File: config.mk
export PLATFORM = sky130hd
export DESIGN_NAME = csv_record_field_tokenizer_core
export DESIGN_NICKNAME = d
export VERILOG_FILES = /design/src/design/csvt_pkg.sv /design/src/design/csvt_step.sv /design/src/design/csv_record_field_tokenizer_core.sv
export SDC_FILE = /design/constraint.sdc
export NUM_CORES = 1
export LEC_CHECK = 0
export ABC_CLOCK_PERIOD_IN_PS = 4700
export BUFFER_PORTS_ARGS = -buffer_cell sky130_fd_sc_hd__buf_2
export CORE_ASPECT_RATIO = 1.5
export CORE_UTILIZATION = 57
export DETAILED_ROUTE_END_ITERATION = 7
export GPL_TIMING_DRIVEN = 0
export MAX_ROUTING_LAYER = met4
export PLACE_DENSITY = 0.87
export SETUP_SLACK_MARGIN = 0.4
export SYNTH_ARGS = -nofsm -noshare
export SYNTH_HDL_FRONTEND = slang
export SYNTH_SLANG_ARGS = --single-unit
File: constraint.sdc
create_clock -name clk -period 4.7 [get_ports clk]
set_input_delay 0.705 -clock clk [delete_from_list [all_inputs] [get_ports clk]]
set_output_delay 0.705 -clock clk [all_outputs]
set_load 0.01 [all_outputs]
File: src/design/csvt_pkg.sv
// shared types and constants of the csv field and record tokenizer
`timescale 1ns / 1ps

package csvt_pkg;

  localparam int CfgIdxW = 1;
  localparam int CfgDataW = 7;

  localparam logic [CfgIdxW-1:0] CFG_DELIMITER = 1'd0;
  localparam logic [CfgIdxW-1:0] CFG_QUOTE = 1'd1;

  localparam logic OP_DATA = 1'b0;
  localparam logic OP_END = 1'b1;

  localparam logic [7:0] CH_CR = 8'h0d;
  localparam logic [7:0] CH_LF = 8'h0a;
  localparam logic [7:0] CH_NUL = 8'h00;

  typedef struct packed {
    logic quoted;
    logic quote_pending;
    logic line_open;
    logic failed;
  } state_t;

  typedef struct packed {
    logic       char_valid;
    logic [7:0] char_out;
    logic       field_end;
    logic       record_end;
    logic       finished;
    logic       null_err;
  } result_t;

endpackage

File: src/design/csvt_step.sv
// next state and result word for one input word
`timescale 1ns / 1ps

module csvt_step (
  input  csvt_pkg::state_t  state,
  input  logic              operation,
  input  logic [7:0]        data_byte,
  input  logic [6:0]        delimiter_char,
  input  logic [6:0]        quote_char,
  output csvt_pkg::state_t  state_nxt,
  output logic              res_valid,
  output csvt_pkg::result_t res
);

  logic is_quote;
  logic is_delim;
  logic is_eol;
  logic outside;

  assign is_quote = (data_byte == {1'b0, quote_char});
  assign is_delim = (data_byte == {1'b0, delimiter_char});
  assign is_eol = (data_byte == csvt_pkg::CH_CR) || (data_byte == csvt_pkg::CH_LF);

  always_comb begin
    state_nxt = state;
    res_valid = 1'b0;
    res = '0;
    outside = 1'b0;
    if (state.failed) begin
      res_valid = 1'b0;
    end else if (operation == csvt_pkg::OP_END) begin
      state_nxt.quoted = 1'b0;
      state_nxt.quote_pending = 1'b0;
      state_nxt.line_open = 1'b0;
      res_valid = 1'b1;
      res.field_end = state.line_open;
      res.record_end = state.line_open;
      res.finished = 1'b1;
    end else if (data_byte == csvt_pkg::CH_NUL) begin
      state_nxt.failed = 1'b1;
      res_valid = 1'b1;
      res.null_err = 1'b1;
    end else if (state.quoted) begin
      if (state.quote_pending) begin
        state_nxt.quote_pending = 1'b0;
        if (is_quote) begin
          res_valid = 1'b1;
          res.char_valid = 1'b1;
          res.char_out = data_byte;
        end else begin
          state_nxt.quoted = 1'b0;
          outside = 1'b1;
        end
      end else if (is_quote) begin
        state_nxt.quote_pending = 1'b1;
      end else begin
        state_nxt.line_open = 1'b1;
        res_valid = 1'b1;
        res.char_valid = 1'b1;
        res.char_out = data_byte;
      end
    end else begin
      outside = 1'b1;
    end

    if (outside) begin
      if (is_quote) begin
        state_nxt.quoted = 1'b1;
        state_nxt.line_open = 1'b1;
      end else if (is_eol) begin
        if (state.line_open) begin
          state_nxt.line_open = 1'b0;
          res_valid = 1'b1;
          res.field_end = 1'b1;
          res.record_end = 1'b1;
        end
      end else begin
        state_nxt.line_open = 1'b1;
        res_valid = 1'b1;
        if (is_delim) begin
          res.field_end = 1'b1;
        end else begin
          res.char_valid = 1'b1;
          res.char_out = data_byte;
        end
      end
    end
  end

endmodule

File: src/design/csv_record_field_tokenizer_core.sv
// top level of the csv field and record tokenizer
// a result word is registered and shown in the cycle after its input word is accepted
// throughput: one input word per cycle unless a full result register is stalled, set by the single result register
// in_ready stays high while the result register is empty or being taken
// synchronous active-low reset clears the flags and the result valid bit and
// restores the delimiter to ',' and the quote to '"'
`timescale 1ns / 1ps

module csv_record_field_tokenizer_core (
  input  logic       clk,
  input  logic       rst_n,
  input  logic       cfg_we,
  input  logic [csvt_pkg::CfgIdxW-1:0]  cfg_index,
  input  logic [csvt_pkg::CfgDataW-1:0] cfg_wdata,
  input  logic       in_valid,
  output logic       in_ready,
  input  logic       in_operation,
  input  logic [7:0] in_data_byte,
  output logic       out_valid,
  input  logic       out_ready,
  output logic       out_char_valid,
  output logic [7:0] out_char_out,
  output logic       out_field_end,
  output logic       out_record_end,
  output logic       out_finished,
  output logic       out_null_err
);

  logic [6:0]        delimiter_r;
  logic [6:0]        quote_r;
  csvt_pkg::state_t  state_r;
  csvt_pkg::state_t  state_nxt;
  logic              out_valid_r;
  csvt_pkg::result_t res_r;
  csvt_pkg::result_t res_nxt;
  logic              res_valid;
  logic              accept;

  csvt_step u_step (
    .state          (state_r),
    .operation      (in_operation),
    .data_byte      (in_data_byte),
    .delimiter_char (delimiter_r),
    .quote_char     (quote_r),
    .state_nxt      (state_nxt),
    .res_valid      (res_valid),
    .res            (res_nxt)
  );

  assign in_ready = !out_valid_r || out_ready;
  assign accept = in_valid && in_ready;

  always_ff @(posedge clk) begin
    if (!rst_n) begin
      delimiter_r <= 7'd44;
      quote_r <= 7'd34;
    end else if (cfg_we) begin
      case (cfg_index)
        csvt_pkg::CFG_DELIMITER: delimiter_r <= cfg_wdata;
        csvt_pkg::CFG_QUOTE:     quote_r <= cfg_wdata;
        default: ;
      endcase
    end
  end

  always_ff @(posedge clk) begin
    if (!rst_n) begin
      state_r <= '0;
      out_valid_r <= 1'b0;
    end else begin
      if (accept) begin
        state_r <= state_nxt;
      end
      if (accept && res_valid) begin
        out_valid_r <= 1'b1;
      end else if (out_ready) begin
        out_valid_r <= 1'b0;
      end
    end
  end

  always_ff @(posedge clk) begin
    if (accept && res_valid) begin
      res_r <= res_nxt;
    end
  end

  assign out_valid = out_valid_r;
  assign out_char_valid = res_r.char_valid;
  assign out_char_out = res_r.char_out;
  assign out_field_end = res_r.field_end;
  assign out_record_end = res_r.record_end;
  assign out_finished = res_r.finished;
  assign out_null_err = res_r.null_err;

endmodule

# Yosys cells after proc, flatten, opt, wreduce, memory -nomap -nowiden
# Cells that the tools add are included.
# W data, S select, Z words.
dict set report totals {
  input_bits 22
  regBits 32
  out_inout_bits 15
  wordCells 81
}
dict set report op_classes {
  n_eq_ne 5
  bitwise 2
  reduce_logical 11
  mux 50
}
# op n
set ops {}
lappend ops {{$mux W9} 8}
lappend ops {{$mux W1} 33}
lappend ops {{$mux W11} 2}
lappend ops {{$eq A8 B4 Y1 const B} 2}
lappend ops {{$eq A8 B7 Y1} 2}
lappend ops {{$mux W13} 1}
lappend ops {{$mux W3} 4}
lappend ops {{$logic_not A8 Y1} 1}
lappend ops {{$mux W4} 1}
lappend ops {{$reduce_and A2 Y1} 2}
lappend ops {{$reduce_and A4 Y1} 1}
lappend ops {{$reduce_bool A2 Y1} 2}
lappend ops {{$logic_and A1 B1 Y1} 2}
lappend ops {{$logic_or A1 B1 Y1} 2}
lappend ops {{$mux W2} 1}
lappend ops {{$ne A2 B2 Y1 const B} 1}
lappend ops {{$not A1 Y1} 2}
lappend ops {{$logic_not A1 Y1} 1}

# Longest topological paths before layout
# Gate-level depths: netlist of run 1.
dict set report logic_depth {
  depth_word 13
  ltp_mapped 9
  depth_no_buf 9
}

# By module
# A second synthesis of run 1 with hierarchy kept.
dict set report hier_totals {
  hier_cells 181
  hier_area_um2 1786.7
}
# module area_each_um2 n_inst cells_each seq_area_each_um2
set by_module_without_submodules {}
lappend by_module_without_submodules {csv_record_field_tokenizer_core 1144.8 1 98 770.7}
lappend by_module_without_submodules {csvt_step 641.9 1 83 0.0}

# Least setup slack after synthesis of run 1
# OpenSTA, ideal clock, no wires.
dict set report synth_timing {
  path_kind {input port to flip-flop}
  startpoint {input in_data_byte[3]}
  endpoint {register res_r (netlist bit out_char_out[0]), data pin}
  n_path_buf 0
  setup_slack_ns 1.909
  cell_stages 9
  required_ns 4.445
  arrival_time_ns 2.537
  setup_time_ns 0.255
  cell_sequence {xor2_1 > or4_4 > or2_4 > ha_1 > inv_1 > a221oi_1 > o211a_1 > o31a_2 > and2_1}
}
# item line
set synth_lines {}
lappend synth_lines {{start, declared} csv_record_field_tokenizer_core.sv:18} ;# input logic [7:0] in_data_byte,
lappend synth_lines {{end signal, assigned} csv_record_field_tokenizer_core.sv:84} ;# res_r <= res_nxt;
lappend synth_lines {{end, declared} csv_record_field_tokenizer_core.sv:34} ;# csvt_pkg::result_t res_r;

# Worst setup path after layout of run 1
dict set report layout_timing {
  startpoint {input in_data_byte[3]}
  endpoint {register res_r (netlist bit out_char_out[4]) (enable)}
}
dict set report layout_via {
  elab_chain_cells 12
  elab_cells_between_ends 22
  classes_between {eq/ne: 3; mux: 16; reduce/logical: 3}
}
# item line
set layout_rtl {}
lappend layout_rtl {{$eq A8 B7 Y1} csvt_step.sv:20} ;# assign is_quote = (data_byte == {1'b0, quote_char});
lappend layout_rtl {{$mux W1, on equally long branches} {csvt_step.sv:46, csvt_step.sv:54}}
lappend layout_rtl {{$mux W1} csvt_step.sv:44} ;# if (state.quote_pending) begin
lappend layout_rtl {{$mux W1} csvt_step.sv:43} ;# end else if (state.quoted) begin
lappend layout_rtl {{$mux W1} csvt_step.sv:39} ;# end else if (data_byte == csvt_pkg::CH_NUL) begin
lappend layout_rtl {{$mux W1} csvt_step.sv:31} ;# end else if (operation == csvt_pkg::OP_END) begin
lappend layout_rtl {{$mux W1} csvt_step.sv:29} ;# if (state.failed) begin
lappend layout_rtl {{$mux W1} csvt_step.sv:71} ;# if (state.line_open) begin
lappend layout_rtl {{$mux W1} csvt_step.sv:70} ;# end else if (is_eol) begin
lappend layout_rtl {{$mux W1} csvt_step.sv:67} ;# if (is_quote) begin
lappend layout_rtl {{$mux W1 (*)} csvt_step.sv:66} ;# if (outside) begin
lappend layout_rtl {{$logic_and A1 B1 Y1 (*)} csv_record_field_tokenizer_core.sv:83} ;# if (accept && res_valid) begin
# Mark *: on every way between the ends. The rest lies on a longest branch, timed or not.
# A chain may end at the register's enable or synchronous reset.

==> run_results.csv, run 1 <==
group,metric,value,unit
clocking,postCtsSetupBuffers,0,
synth,synth-async-reset-ratio,0,%
timing,fmax,333,MHz
synth,ys_seq_elements,32,
finish,area_delta_synth_final,18.8,%
critical_path,path_class,"primary input to register",
drt,first_pass_iters,4,
clocking,cts-root-buf,"clkbuf_8",
clocking,clk_path_buf_depth,2,
placed_design,dp.cells,237,
drt,routed_wl,3370,microns
timing,slew_viol_final,0,
critical_path,r2r_end,"out_char_out[4]$_DFFE_PP_",
drt,ant_nets,0,
finish,drive_gt1_share,23.1,%
drt,drtIter0Drc,45,
synth,synth_cells,167,
power_and_ir_drop,p_per_area,320,mW/mm^2
critical_path,worstReg2RegStart,"quote_r[3]$_SDFFE_PN0P_",
critical_path,endpoint_kind,"register",
drt,m1WireLength,1250,microns
timing,layout_min_cycle_time,3.00,ns
synth,synth_area_leader_cell,"edfxtp_1",
synth,ys_types,39,
synth,avgSynthCellArea,9.68,sq um
floorplan,dieHeight,67.2,microns
critical_path,cp_max_fo,13,
timing,skew,0.00703,ns
status,status,"complete, no violations",
timing,rsz0062_at_grt,"false",
floorplan,die_area,0.00306,sq mm
min_path,min_path_cells,2,
synth,synth_area,0.00162,sq mm
critical_path,r2r_slack,1.90,ns
clocking,path_clk_slew,0.06,ns
drt,vias,1407,
grt,grt_pass1_vias,1315,
synth,syn-num-nets,191,
grt,grt_use_total,26.8,%
finish,antenna_cells,0,
synth,yosys_warnings,0,
synth,synth.area.top_cells,"edfxtp_1 24%, dfxtp_1 24%, nand2_1 6.3%, a21boi_0 5.6%, nand3_1 4.3%",
floorplan,core,0.00268,sq mm
finish,final.fill_count,211,
floorplan,io_pins,37,
timing,hold_viol,0,
synth,synth_edf_count,13,
clocking,clock_sinks,32,
grt,antenna_found_initial,0,
timing,setup-violations-final,0,
synth,ys.flop_type,"dfxtp_1",
floorplan,rows,23,
synth,synth_top_area_share,24.1,%
drt,met3_length,196,microns
placed_design,port_buffers,33,
min_path,min_from,"delimiter_r[2]$_SDFFE_PN1P_",
clocking,cts_hold_buf,0,
min_path,hold_path_class,"register to register",
grt,grt_first_pass_wirelength,5430,microns
drt,drc,0,
timing,setup_tns,0,ns
finish,fin_nets,231,
floorplan,initial_core_util,60.4,%
drt,vias_per_cell,5.74,
grt,grt_max_degree,14,
synth,yosysMostFrequentCell,"nand2_1",
timing,relSlewSlack,56.2,%
min_path,whs_endpoint,"delimiter_r[2]$_SDFFE_PN1P_",
finish,stdcell_count,245,
drt,top_layer_used,"met4",
clocking,h-tree-depth,2,
timing,max_slew.worst_pin.slew,0.652,ns
floorplan,die_x,45.5,microns
placed_design,dp_hpwl,2570,microns
drt,routedWlPerCell,13.7,microns
power_and_ir_drop,leakage,0.770,nW
synth,yosysSeqAreaShare,47.7,%
synth,synth_commonest_cells,"27 x nand2_1, 19 x dfxtp_1, 14 x nand3_1, 13 x edfxtp_1, 12 x a21boi_0",
clocking,numCtsBuffers,5,
critical_path,cp.required,4.68,ns
critical_path,cp-start-kind,"primary input",
drt,wl_met2,1750,microns
critical_path,arrival,2.98,ns
clocking,cts_tree,"built",
critical_path,r2r_cells,9,
run,maxCapViolCount,0,
grt,grt_overflow,0,
timing,period_share,63.8,%
clocking,ctsResizeCount,0,
power_and_ir_drop,ir_drop,0.241,mV
clocking,worstSkewPairLatency,0.30,ns
placed_design,place_congestion,0.917,
per-layer routing:
metal | global-route usage [%] | up-vias
met4 | 26.9 | 0
met5 | - | -
met2 | 42.3 | 72
met1 | 24.1 | 647
met3 | 7.75 | 17
li1 | - | 671
state kept, by name (all words and copies together), names as in the netlist:
register and count:
out_finished 1, quote_r 7, out_char_valid 1, delimiter_r 7, out_valid 1, state_r 4, out_char_out 8, out_null_err 1
out_record_end 1, out_field_end 1
through the flow:
| step | cell area (sq um) | power [mW] | utilization (%) | setup slack (ns) | hold slack (ns) |
|---|---|---|---|---|---|
| after floorplan | 1620 | 0.369 | - | 1.91 | 0.455 |
| final | 1920 | 0.615 | 71.8 | 1.70 | 0.482 |
| after CTS | 1920 | 0.617 | 71.8 | 1.73 | 0.485 |
| after global placement | 1830 | 0.399 | 68.3 | 1.54 | 0.465 |
| after global routing | 1920 | 0.640 | 71.8 | 1.57 | 0.500 |
| after detailed placement | 1830 | 0.402 | 68.3 | 1.46 | 0.476 |
layout make-up:
type	instances	area [sq um]	share of cell area, %
Clock inverter	2	10.0	0.521
Multi-Input combinational cell	124	805	41.9
Inverter	7	26.3	1.37
Clock buffer	6	82.6	4.30
Sequential cell	32	771	40.1
Tap cell	37	46.3	2.41
Timing Repair Buffer	33	165	8.60
Buffer	4	15.0	0.782
where the power goes:
part	total (mW)	internal (mW)	switching [mW]
sequential	0.314	0.308	0.00685
clock	0.218	0.117	0.101
combinational	0.0828	0.0349	0.0480
total	0.615	0.459	0.156
cells by family after synthesis:
| logic type | synth area share (%) |
|---|---|
| and+or+nand+nor | 24.5 |
| AOI/OAI and AO/OA | 16.1 |
| DFF | 47.7 |
| xor gates and xnor gates | 7.59 |
| buffers and inverters | 2.55 |
| adders and majority gates | 1.55 |
how the worst max path moves through the flow:
stage,slack (ns),start,endpoint
after floorplan,1.91,in_data_byte[3],out_char_out[0]$_DFFE_PP_
after global placement,1.54,in_data_byte[3],out_char_out[1]$_DFFE_PP_
after detailed placement,1.46,in_data_byte[3],out_char_out[5]$_DFFE_PP_
after CTS,1.73,in_data_byte[3],out_char_out[4]$_DFFE_PP_
after global routing,1.57,in_data_byte[3],out_char_out[4]$_DFFE_PP_
final,1.70,in_data_byte[3],out_char_out[4]$_DFFE_PP_
worst max-delay path: stages:
cell	delay [ns]
buf_2	0.14
xor2_1	0.15
or4_4	0.54
or2_4	0.27
ha_1	0.20
inv_1	0.06
a221oi_1	0.14
o21a_1	0.22
a31oi_1	0.28
inv_1	0.28
cells in the final DEF (no fill, tap or decap), drive strengths merged, types with 3 or more instances in the layout:
cell type and n:
o21ai 3, dfxtp 19, nand2b 3, nand3 14
xor2 6, clkbuf 10, nand2 27, a21oi 6
nor2 4, nand4 3, and2 9, inv 7
a21boi 12, o21a 3, xnor2 8, edfxtp 13
buf 33
Power figures use the tool's default switching activity.
==> inputs of run 2 (changes only) <==
--- a/config.mk
+++ b/config.mk
@@ -5,14 +5,14 @@
 export SDC_FILE = /design/constraint.sdc
 export NUM_CORES = 1
 export LEC_CHECK = 0
-export ABC_CLOCK_PERIOD_IN_PS = 4700
+export ABC_CLOCK_PERIOD_IN_PS = 2800
 export BUFFER_PORTS_ARGS = -buffer_cell sky130_fd_sc_hd__buf_2
 export CORE_ASPECT_RATIO = 1.5
-export CORE_UTILIZATION = 57
+export CORE_UTILIZATION = 53
 export DETAILED_ROUTE_END_ITERATION = 7
 export GPL_TIMING_DRIVEN = 0
 export MAX_ROUTING_LAYER = met4
-export PLACE_DENSITY = 0.87
+export PLACE_DENSITY = 0.82
 export SETUP_SLACK_MARGIN = 0.4
 export SYNTH_ARGS = -nofsm -noshare
 export SYNTH_HDL_FRONTEND = slang
==> constraint.sdc (replaced) <==
create_clock -name clk -period 2.8 [get_ports clk]
set_input_delay 0.42 -clock clk [delete_from_list [all_inputs] [get_ports clk]]
set_output_delay 0.42 -clock clk [all_outputs]
set_load 0.01 [all_outputs]
==> run 2 against run 1 <==
Compared with the run above: critical path depth unchanged; wire length rose by 8.1%; hold slack got worse by 0.12 ns; utilization fell by 0.41 points; clock power rose by 100%; global-route usage down 0.13 points.
==> run_results.csv, run 2 (same netlist as run 1, synthesis figures left out) <==
group,metric,value,unit
power_and_ir_drop,leakage,0.820,nW
finish,fin_util,71.3,%
clocking,numCtsBuffers,5,
clocking,worstSkewPairLatency,0.29,ns
drt,drc,0,
power_and_ir_drop,ir_drop,0.399,mV
placed_design,port_buffers,33,
timing,setup_slack,0.262,ns
grt,grt_pass1_vias,1458,
timing,slew_viol_final,0,
floorplan,die_area,0.00328,sq mm
placed_design,dp_hpwl,2600,microns
run,maxCapViolCount,0,
timing,layout_min_cycle_time,2.54,ns
drt,vias,1400,
grt,grt_max_degree,11,
power_and_ir_drop,p_per_area,546,mW/mm^2
drt,first_pass_iters,4,
finish,fin_nets,237,
finish,layout_common_cells,"33 x buf_2, 27 x nand2_1, 18 x dfxtp_1, 14 x nand3_1, 13 x edfxtp_1",
critical_path,cp.required,2.86,ns
finish,drive_gt1_share,30.8,%
clocking,cts_hold_buf,0,
placed_design,place_congestion,0.913,
timing,period_share,90.7,%
finish,largest_reg_flops,8,
grt,grt_first_pass_wirelength,6090,microns
grt,grt_overflow,0,
floorplan,initial_core_util,55.5,%
drt,routed_wl,3640,microns
floorplan,dieHeight,69.6,microns
timing,fmax,394,MHz
floorplan,io_pins,37,
clocking,path_clk_slew,0.06,ns
drt,drtIter0Drc,45,
critical_path,cp-start-kind,"register",
drt,routedWlPerCell,14.4,microns
grt,grt_use_total,26.7,%
timing,setup-violations-final,0,
timing,skew,0.00585,ns
clocking,cts-root-buf,"clkbuf_8",
grt,antenna_found_initial,0,
timing,max_slew.worst_pin.slew,0.691,ns
critical_path,path_class,"register to register",
floorplan,die_x,47.1,microns
clocking,clock_sinks,32,
timing,hold_viol,0,
timing,setup_tns,0,ns
critical_path,cp_max_fo,4,
status,status,"complete, no violations",
placed_design,preCtsSetupSlack,0.0361,ns
critical_path,endpoint_kind,"register",
drt,ant_nets,0,
floorplan,core,0.00291,sq mm
finish,final_common_cell,"buf_2",
timing,relSlewSlack,53.5,%
clocking,cts_tree,"built",
finish,antenna_cells,0,
finish,area_delta_synth_final,28.6,%
min_path,hold_path_class,"primary input to register",
clocking,h-tree-depth,2,
critical_path,arrival,2.60,ns
floorplan,rows,24,
drt,vias_per_cell,5.53,
clocking,clk_path_buf_depth,2,
timing,rsz0062_at_grt,"true",
==> run 2: metrics by stage <==
| stage | hold slack [ns] | total power, mW | std cells | cell area (sq um) |
|---|---|---|---|---|
| finish | 0.357 | 1.13 | 253 | 2080 |
| CTS | 0.356 | 1.13 | 253 | 2030 |
| global route | 0.372 | 1.18 | 253 | 2080 |
| floorplan | 0.455 | 0.621 | 167 | 1640 |
| detailed placement | 0.469 | 0.677 | 239 | 1850 |
| global placement | 0.467 | 0.671 | 239 | 1850 |
==> run 2: repair_timing <==
| item | CTS | global route |
|---|---|---|
| gates cloned | 1 | 0 |
| endpoints found under the hold margin | 0 | 0 |
| gates resized for setup | 6 | 12 |
| pin swaps | 3 | 4 |
| endpoints found under the setup margin | 20 | 26 |
| buffers inserted | 5 | 0 |
==> run 2: where the power goes <==
| part | internal [mW] | switching [mW] | leakage, nW |
|---|---|---|---|
| Combinational | 0.0720 | 0.0917 | 0.474 |
| Sequential | 0.516 | 0.0110 | 0.284 |
| Clock | 0.278 | 0.165 | 0.0627 |
==> run 2: layout make-up <==
class | count | area, sq um
clock buffer | 8 | 121
timing repair buffer | 38 | 214
tap | 39 | 48.8
multi-input combinational | 124 | 868
sequential | 32 | 772
fill | 247 | 835
timing repair inverter | 1 | 7.51
inverter | 7 | 31.3
buffer | 4 | 15.0
==> run 2: worst paths after layout <==
check | endpoint | depth (start not counted) | slack, ns | startpoint
setup / recovery | out_char_out[7]$_DFFE_PP_ | 10 | 0.26 | quote_r[5]$_SDFFE_PN1P_
hold / removal | delimiter_r[2]$_SDFFE_PN1P_ | 3 | 0.36 | cfg_wdata[2]
setup reg to reg | out_char_out[7]$_DFFE_PP_ | 10 | 0.26 | quote_r[5]$_SDFFE_PN1P_
hold reg to reg | quote_r[2]$_SDFFE_PN0P_ | 2 | 0.48 | quote_r[2]$_SDFFE_PN0P_
==> run 2: critical path: stages, from the launching register on <==
cell,delay [ns]
dfxtp_2,0.32
xor2_1,0.15
or4_4,0.52
or2_4,0.28
ha_4,0.17
inv_2,0.05
a221oi_2,0.09
o21a_2,0.21
a31oi_4,0.23
clkinvlp_4,0.14
buf_6,0.14
==> run 2: routing by layer <==
| metal | track usage (%) | up-vias | wire length [microns] |
|---|---|---|---|
| met5 | - | - | 0 |
| met4 | 15.9 | 0 | 178 |
| met3 | 8.59 | 19 | 165 |
| met2 | 42.4 | 46 | 1960 |
| met1 | 27.0 | 653 | 1340 |
| li1 | - | 682 | - |
